[src/design/fmsd_pkg.sv]
// Shared types and constants of the multi-server job dispatcher.
package fmsd_pkg;

	localparam int JOB_TYPE_W = 2;
	localparam int NUM_TYPES = 4;
	localparam int IN_TIME_W = 10;
	localparam int CNT_W = 16;
	localparam int IDLE_TOTAL_W = 32;
	localparam int OUT_DEPTH_W = 7;
	localparam int OUT_MASK_W = 8;
	localparam int OUT_IDLE_W = 4;
	localparam int IN_TDATA_W = 16;
	localparam int OUT_TDATA_W = 144;

	typedef enum logic {
		OP_ARRIVAL = 1'b0,
		OP_TICK = 1'b1
	} opcode_t;

	typedef enum logic [JOB_TYPE_W-1:0] {
		JOB_A = 2'd0,
		JOB_B = 2'd1,
		JOB_C = 2'd2,
		JOB_D = 2'd3
	} job_type_t;

	typedef struct packed {
		logic push;
		logic pop;
	} q_ctrl_t;

	function automatic logic [CNT_W-1:0] sat_inc16(input logic [CNT_W-1:0] v);
		return (v == {CNT_W{1'b1}}) ? v : v + 1'b1;
	endfunction

endpackage

[src/design/fmsd_queue.sv]
// Job FIFO: circular memory with head, tail and fill count, registered head read.
module fmsd_queue #(
	parameter int DEPTH = 64,
	parameter int DW = 12,
	localparam int AW = $clog2(DEPTH),
	localparam int CW = $clog2(DEPTH + 1)
) (
	input  logic               clk,
	input  logic               arst_n,
	input  fmsd_pkg::q_ctrl_t  ctrl,
	input  logic [DW-1:0]      wr_data,
	output logic [DW-1:0]      head_data,
	output logic [CW-1:0]      count
);
	import fmsd_pkg::*;

	logic [DW-1:0] mem [DEPTH];
	logic [AW-1:0] head_q;
	logic [AW-1:0] tail_q;
	logic [AW-1:0] head_d;
	logic [CW-1:0] count_q;
	logic [DW-1:0] rd_q;

	function automatic logic [AW-1:0] wrap_next(input logic [AW-1:0] p);
		return (p == AW'(DEPTH - 1)) ? '0 : p + 1'b1;
	endfunction

	assign head_d = ctrl.pop ? wrap_next(head_q) : head_q;

	always_ff @(posedge clk or negedge arst_n) begin
		if (!arst_n) begin
			head_q <= '0;
			tail_q <= '0;
			count_q <= '0;
		end else begin
			head_q <= head_d;
			if (ctrl.push) begin
				tail_q <= wrap_next(tail_q);
				count_q <= count_q + 1'b1;
			end else if (ctrl.pop) begin
				count_q <= count_q - 1'b1;
			end
		end
	end

	always_ff @(posedge clk) begin
		if (ctrl.push) begin
			mem[tail_q] <= wr_data;
		end
		rd_q <= mem[head_d];
	end

	assign head_data = rd_q;
	assign count = count_q;

endmodule

[src/design/fifo_multi_server_dispatcher.sv]
// Top level of the multi-server job dispatcher with a bounded job FIFO.
//
// An arrival item queues one job unless the FIFO is full, passing through the arrive and done states.
// A tick item walks the servers one per cycle through a single shared dispatch and
// countdown unit, then passes to the done state. The input side is not ready while an
// item is in work. Each item returns one result, which is held in an output register
// until it is taken, and the block accepts the next item meanwhile. The FIFO head is
// read from a memory with a registered port.
module fifo_multi_server_dispatcher #(
	parameter int NUM_SERVERS = 8,
	parameter int QUEUE_DEPTH = 64,
	parameter int TIME_WIDTH = 10
) (
	input  logic                              clk,
	input  logic                              arst_n,
	input  logic                              s_axis_tvalid,
	output logic                              s_axis_tready,
	// job_type [1:0], processing_time [11:2], zero fill
	input  logic [fmsd_pkg::IN_TDATA_W-1:0]   s_axis_tdata,
	// opcode [0]
	input  logic                              s_axis_tuser,
	output logic                              m_axis_tvalid,
	input  logic                              m_axis_tready,
	// status, queue_depth, dispatched_mask, completed_mask, idle_servers,
	// arrived_of_type, completed_a, completed_b, completed_c, completed_d,
	// total_idle_time, zero fill
	output logic [fmsd_pkg::OUT_TDATA_W-1:0]  m_axis_tdata
);
	import fmsd_pkg::*;

	localparam int SW = (NUM_SERVERS > 1) ? $clog2(NUM_SERVERS) : 1;
	localparam int QCW = $clog2(QUEUE_DEPTH + 1);
	localparam int IW = $clog2(NUM_SERVERS + 1);
	localparam int PW = (TIME_WIDTH > IN_TIME_W) ? TIME_WIDTH : IN_TIME_W;
	localparam int EW = JOB_TYPE_W + TIME_WIDTH;

	typedef enum logic [1:0] {
		ST_IDLE,
		ST_ARRIVE,
		ST_WALK,
		ST_DONE
	} state_t;

	state_t state_q;
	opcode_t op_q;
	logic [JOB_TYPE_W-1:0] jt_q;
	logic [TIME_WIDTH-1:0] pt_q;
	logic [SW-1:0] srv_q;
	logic status_q;
	logic [NUM_SERVERS-1:0] dmask_q;
	logic [NUM_SERVERS-1:0] cmask_q;
	logic [IW-1:0] idle_n_q;
	logic [CNT_W-1:0] arr_q;

	logic [NUM_SERVERS-1:0] busy_q;
	logic [TIME_WIDTH-1:0] rem_q [NUM_SERVERS];
	logic [JOB_TYPE_W-1:0] stype_q [NUM_SERVERS];
	logic [CNT_W-1:0] arrivals_q [NUM_TYPES];
	logic [CNT_W-1:0] completions_q [NUM_TYPES];
	logic [IDLE_TOTAL_W-1:0] idle_total_q;

	logic out_valid_q;
	logic out_status_q;
	logic [OUT_DEPTH_W-1:0] out_depth_q;
	logic [OUT_MASK_W-1:0] out_dmask_q;
	logic [OUT_MASK_W-1:0] out_cmask_q;
	logic [OUT_IDLE_W-1:0] out_idle_q;
	logic [CNT_W-1:0] out_arr_q;
	logic [CNT_W-1:0] out_ca_q;
	logic [CNT_W-1:0] out_cb_q;
	logic [CNT_W-1:0] out_cc_q;
	logic [CNT_W-1:0] out_cd_q;
	logic [IDLE_TOTAL_W-1:0] out_idle_total_q;

	q_ctrl_t q_ctrl;
	logic [EW-1:0] q_head;
	logic [QCW-1:0] q_count;
	logic q_full;
	logic q_empty;

	logic [PW-1:0] in_time_ext;
	logic [PW-1:0] time_max_ext;
	logic [PW-1:0] in_time_sat;
	logic [TIME_WIDTH-1:0] in_time;

	logic [JOB_TYPE_W-1:0] head_type;
	logic [TIME_WIDTH-1:0] head_time;
	logic dispatch;
	logic busy_eff;
	logic [TIME_WIDTH-1:0] rem_eff;
	logic [TIME_WIDTH-1:0] rem_next;
	logic [JOB_TYPE_W-1:0] type_eff;
	logic finish;
	logic out_free;
	logic out_load;

	logic [QCW+OUT_DEPTH_W-1:0] depth_ext;
	logic [NUM_SERVERS+OUT_MASK_W-1:0] dmask_ext;
	logic [NUM_SERVERS+OUT_MASK_W-1:0] cmask_ext;
	logic [IW+OUT_IDLE_W-1:0] idle_ext;

	assign in_time_ext = PW'(s_axis_tdata[JOB_TYPE_W +: IN_TIME_W]);
	assign time_max_ext = PW'({TIME_WIDTH{1'b1}});
	assign in_time_sat = (in_time_ext > time_max_ext) ? time_max_ext : in_time_ext;
	assign in_time = (in_time_sat == '0) ? TIME_WIDTH'(1) : in_time_sat[TIME_WIDTH-1:0];

	assign q_full = (q_count >= QCW'(QUEUE_DEPTH));
	assign q_empty = (q_count == '0);
	assign head_type = q_head[TIME_WIDTH +: JOB_TYPE_W];
	assign head_time = q_head[TIME_WIDTH-1:0];

	assign dispatch = (state_q == ST_WALK) && !busy_q[srv_q] && !q_empty;
	assign busy_eff = busy_q[srv_q] || dispatch;
	assign rem_eff = dispatch ? head_time : rem_q[srv_q];
	assign type_eff = dispatch ? head_type : stype_q[srv_q];
	assign rem_next = (rem_eff != '0) ? rem_eff - 1'b1 : rem_eff;
	assign finish = busy_eff && (rem_next == '0);

	assign q_ctrl.push = (state_q == ST_ARRIVE) && !q_full;
	assign q_ctrl.pop = dispatch;

	assign out_free = !out_valid_q || m_axis_tready;
	assign out_load = (state_q == ST_DONE) && out_free;
	assign s_axis_tready = (state_q == ST_IDLE);

	assign depth_ext = {{OUT_DEPTH_W{1'b0}}, q_count};
	assign dmask_ext = {{OUT_MASK_W{1'b0}}, dmask_q};
	assign cmask_ext = {{OUT_MASK_W{1'b0}}, cmask_q};
	assign idle_ext = {{OUT_IDLE_W{1'b0}}, idle_n_q};

	fmsd_queue #(
		.DEPTH(QUEUE_DEPTH),
		.DW(EW)
	) u_queue (
		.clk(clk),
		.arst_n(arst_n),
		.ctrl(q_ctrl),
		.wr_data({jt_q, pt_q}),
		.head_data(q_head),
		.count(q_count)
	);

	always_ff @(posedge clk or negedge arst_n) begin
		if (!arst_n) begin
			state_q <= ST_IDLE;
			srv_q <= '0;
			busy_q <= '0;
			idle_total_q <= '0;
			out_valid_q <= 1'b0;
			for (int s = 0; s < NUM_SERVERS; s++) begin
				rem_q[s] <= '0;
				stype_q[s] <= '0;
			end
			for (int t = 0; t < NUM_TYPES; t++) begin
				arrivals_q[t] <= '0;
				completions_q[t] <= '0;
			end
		end else begin
			if (out_load) begin
				out_valid_q <= 1'b1;
			end else if (out_valid_q && m_axis_tready) begin
				out_valid_q <= 1'b0;
			end
			unique case (state_q)
				ST_IDLE: begin
					if (s_axis_tvalid) begin
						op_q <= opcode_t'(s_axis_tuser);
						jt_q <= s_axis_tdata[JOB_TYPE_W-1:0];
						pt_q <= in_time;
						srv_q <= '0;
						status_q <= 1'b0;
						dmask_q <= '0;
						cmask_q <= '0;
						idle_n_q <= '0;
						arr_q <= '0;
						state_q <= (opcode_t'(s_axis_tuser) == OP_TICK) ? ST_WALK : ST_ARRIVE;
					end
				end
				ST_ARRIVE: begin
					arrivals_q[jt_q] <= sat_inc16(arrivals_q[jt_q]);
					arr_q <= sat_inc16(arrivals_q[jt_q]);
					status_q <= q_full;
					state_q <= ST_DONE;
				end
				ST_WALK: begin
					if (dispatch) begin
						dmask_q[srv_q] <= 1'b1;
						stype_q[srv_q] <= head_type;
					end else if (!busy_q[srv_q]) begin
						idle_n_q <= idle_n_q + 1'b1;
						if (idle_total_q != {IDLE_TOTAL_W{1'b1}}) begin
							idle_total_q <= idle_total_q + 1'b1;
						end
					end
					if (busy_eff) begin
						rem_q[srv_q] <= rem_next;
						busy_q[srv_q] <= !finish;
					end
					if (finish) begin
						cmask_q[srv_q] <= 1'b1;
						completions_q[type_eff] <= sat_inc16(completions_q[type_eff]);
					end
					if (srv_q == SW'(NUM_SERVERS - 1)) begin
						state_q <= ST_DONE;
					end else begin
						srv_q <= srv_q + 1'b1;
					end
				end
				ST_DONE: begin
					if (out_free) begin
						out_status_q <= status_q;
						out_depth_q <= depth_ext[OUT_DEPTH_W-1:0];
						out_dmask_q <= dmask_ext[OUT_MASK_W-1:0];
						out_cmask_q <= cmask_ext[OUT_MASK_W-1:0];
						out_idle_q <= idle_ext[OUT_IDLE_W-1:0];
						out_arr_q <= (op_q == OP_ARRIVAL) ? arr_q : '0;
						out_ca_q <= completions_q[JOB_A];
						out_cb_q <= completions_q[JOB_B];
						out_cc_q <= completions_q[JOB_C];
						out_cd_q <= completions_q[JOB_D];
						out_idle_total_q <= idle_total_q;
						state_q <= ST_IDLE;
					end
				end
				default: begin
					state_q <= ST_IDLE;
				end
			endcase
		end
	end

	assign m_axis_tvalid = out_valid_q;
	assign m_axis_tdata = {
		4'b0,
		out_idle_total_q,
		out_cd_q,
		out_cc_q,
		out_cb_q,
		out_ca_q,
		out_arr_q,
		out_idle_q,
		out_cmask_q,
		out_dmask_q,
		out_depth_q,
		out_status_q
	};

endmodule
[config.mk]
export PLATFORM = sky130hd
export DESIGN_NAME = fifo_multi_server_dispatcher
export DESIGN_NICKNAME = d
export VERILOG_FILES = /design/src/design/fmsd_pkg.sv /design/src/design/fmsd_queue.sv /design/src/design/fifo_multi_server_dispatcher.sv
export SDC_FILE = /design/constraint.sdc
export NUM_CORES = 2
export LEC_CHECK = 0
export ABC_AREA = 1
export BUFFER_PORTS_ARGS = -buffer_cell sky130_fd_sc_hd__buf_2
export CAP_MARGIN = 20
export CORE_ASPECT_RATIO = 0.75
export CORE_UTILIZATION = 50
export CTS_CLUSTER_SIZE = 12
export DETAILED_ROUTE_END_ITERATION = 10
export PLACE_DENSITY = 0.77
export RECOVER_POWER = 25
export SLEW_MARGIN = 30
export SYNTH_ARGS = -nofsm -noshare
export SYNTH_HDL_FRONTEND = slang
export SYNTH_SLANG_ARGS = --single-unit
[constraint.sdc]
create_clock -name clk -period 10.5 [get_ports clk]
set_clock_uncertainty 0.1 [all_clocks]
set_input_delay 2.1 -clock clk [delete_from_list [all_inputs] [get_ports clk]]
set_output_delay 2.1 -clock clk [all_outputs]
set_load 0.05 [all_outputs]
==> reports/metrics.csv <==
metric,value,unit
num-fill-cells,8381,
final_hold_viol_count,0,
grt_overflow,0,
path_cells,clkbuf_1 > nand2_1 > inv_1 > a22o_1 > a21oi_1 > o21ai_0 > nand3_1 > inv_1 > nand3_1 > nor2_1 > nand2_1 > nand2_1 > nor3_1 > xnor2_1 > nand2_1 > o21ai_1,
finalSetupViolations,0,
slew_violations,592,
p_sw,7510,uW
fin_crit_sh,0.654,
post-synth-top-count-cell,edfxtp_1,
rsz0062_at_grt,no,
cts_resized,0,
end_kind,flop,
clock.fmax,146,MHz
grt_pass1_vias,34100,
synthTopCellsByCount,"edfxtp_1 (958), nand2_1 (794), nor2_1 (761)",
wirelength,126000,um
areaGrowthSynthToFinish,10.8,%
post_cts_buffers,0,
whs,0.336,ns
regArea,36200,sq um
p_leak,0.0215,uW
crit_path_max_fanout,68,
ys_types,54,
syn-instance-count,4722,
die-width,376,um
num_vias,36200,
ctsLongestPathBuffers,3,
synth_seq_cells,1259,
ys_seq_area_frac,0.690,
hold_class,reg -> reg,
core,104000,sq um
timing.critical_path.from_type,flop,
peakVddDrop,409,uV
synth_edf_count,958,
critical_path.most_common_cell,nand2_1,
initialDrtViolationCount,4991,
final_core_util,0.562,
synth_top_cell_by_area,edfxtp_1,
critPathKind,reg -> reg,
worst_pin_slew,3.42,ns
initial_core_util,0.507,
clk_pin_slew_worst_paths,0.06,ns
root_buffer,clkbuf_16,
drcViolationCount,0,
wl_per_cell,20.1,um
power_frac_clock,0.231,
die_height,283,um
required,11.07,ns
gp_congestion,0.916,
crit_family,buffers and inverters,
antenna_found_initial,0,
grt_max_degree,221,
hold_buffers,0,
ys_warn_count,0,
hpwl,72700,um
rows,102,
ant_nets,0,
wl_met2,56500,um
vias_per_cell,5.75,
drv_cap,9,
cp_data_arrival_time,7.43,ns
cts-htree-levels,3,
crit_path_max_incr_delay,2.38,ns
synthArstFlopShare,0.230,
num_io_pins,167,
yosysTopAreaCellShare,0.548,
grt_first_pass_wirelength,194000,um
portBuffers,158,
cellPowerDensity,299,nW/um^2
met1Wirelength,54100,um
firstDrtPassIters,6,
cts_sinks,1259,
die_area,106000,sq um
internal-power,9910,uW
synth_area_leaders,"edfxtp_1 (55%), dfrtp_1 (14%), nand2_1 (5.7%)",
combinationalPowerShare,0.417,
highest_layer,met4,
finalCriticalPeriod,6.86,ns
track_usage,0.233,
syn_area_per_cell,11.1,sq um
cts_tree,built,
run_status,"complete, but fails checks",
drive_gt1_frac,0.100,
ys.flop_type,edfxtp_1,
cp_num_buf_inv,3,
synthesis.area,52500,sq um
cts_buffers,120,
failed_checks,"capacitance limit, slew limit",
sw_frac_of_total,0.431,
tns,0,ns
dr_wl_met3,12600,um
nets,4866,
power_frac_seq,0.352,
multi_input_area,14400,sq um
slew_headroom,-1.28,
cp_slowest_cell,clkbuf_1,
clk_latency,0.77,ns
antenna_cells,0,
layout make-up:
class,instances,share of cell area
Sequential cell,1259,0.622
Tap cell,1404,0.0302
Multi-Input combinational cell,2994,0.248
Clock buffer,176,0.0564
Clock inverter,21,0.00471
Timing Repair Buffer,237,0.0248
Inverter,214,0.0141
logic make-up after synthesis:
kind of cell / share of synthesized area
buf+inv: 0.0383
compound gates: 0.0943
other cells: 0.0000714
simple gates: 0.164
xor+xnor: 0.00865
mux: 0.000191
fa+ha+maj: 0.00467
flops: 0.690
cells in the final DEF, fill, tap and decap left out, drive strengths merged, types with 14 or more instances in the layout:
cell type	instances
a21oi	59
buf	226
clkbuf	187
clkinv	22
dfrtp	289
edfxtp	958
ha	18
inv	212
nand2	805
nand3	357
nand4	35
nor2	780
nor3	34
o211ai	192
o21a	15
o21ai	577
or2	29
xnor2	14
xor2	37
power by group through the flow:
stage          clock, uW  sequential, uW  combinational, uW
2_1_floorplan          0            6480               4790
3_3_place_gp           0            6210               6920
3_5_place_dp           0            6220               7100
4_1_cts             4070            6120               7140
5_1_grt             4240            6180               7940
6_report            4020            6130               7270
metal layers:
metal  GRT usage  vias up
met2       0.350     1783
met3      0.0458      234
li1            -    16600
met1       0.345    17600
met5           0        -
met4      0.0703        0
path summary, 6_finish.rpt:
path | depth (start not counted) | startpoint | to | slack [ns]
worst max-delay path | 16 | jt_q[0]$_DFFE_PP_ | arrivals_q[10]$_DFFE_PN0P_ | 3.64
worst min-delay path | 0 | status_q$_SDFFCE_PN0P_ | out_status_q$_DFFE_PP_ | 0.34
worst max register to register | 16 | jt_q[0]$_DFFE_PP_ | arrivals_q[10]$_DFFE_PN0P_ | 3.64
worst min register to register | 0 | status_q$_SDFFCE_PN0P_ | out_status_q$_DFFE_PP_ | 0.34
max in group asynchronous | 3 | arst_n | rem_q[71]$_DFFE_PN0P_ | 7.41
min in group asynchronous | 1 | arst_n | completions_q[27]$_DFFE_PN0P_ | 1.22
flip-flops by register name, indices dropped and copies added, names as in the netlist, 10 cells and up:
name	cells
u_queue.mem	768
out_cb_q	16
idle_total_q	32
arr_q	16
out_idle_total_q	32
out_cd_q	16
stype_q	16
out_ca_q	16
completions_q	64
pt_q	10
arrivals_q	64
rem_q	80
u_queue.head_data	12
out_arr_q	16
out_cc_q	16
stage by stage:
stage               setup slack, ns  cell area (sq um)  total power, uW  cells
floorplan                      2.24              52500            11300   4725
global placement               4.92              54600            13100   6104
detailed placement             4.87              54700            13300   6105
CTS                            4.83              58200            17300   6302
global route                   3.20              58200            18400   6305
finish                         3.64              58200            17400   6305
Power figures use the tool's default switching activity.
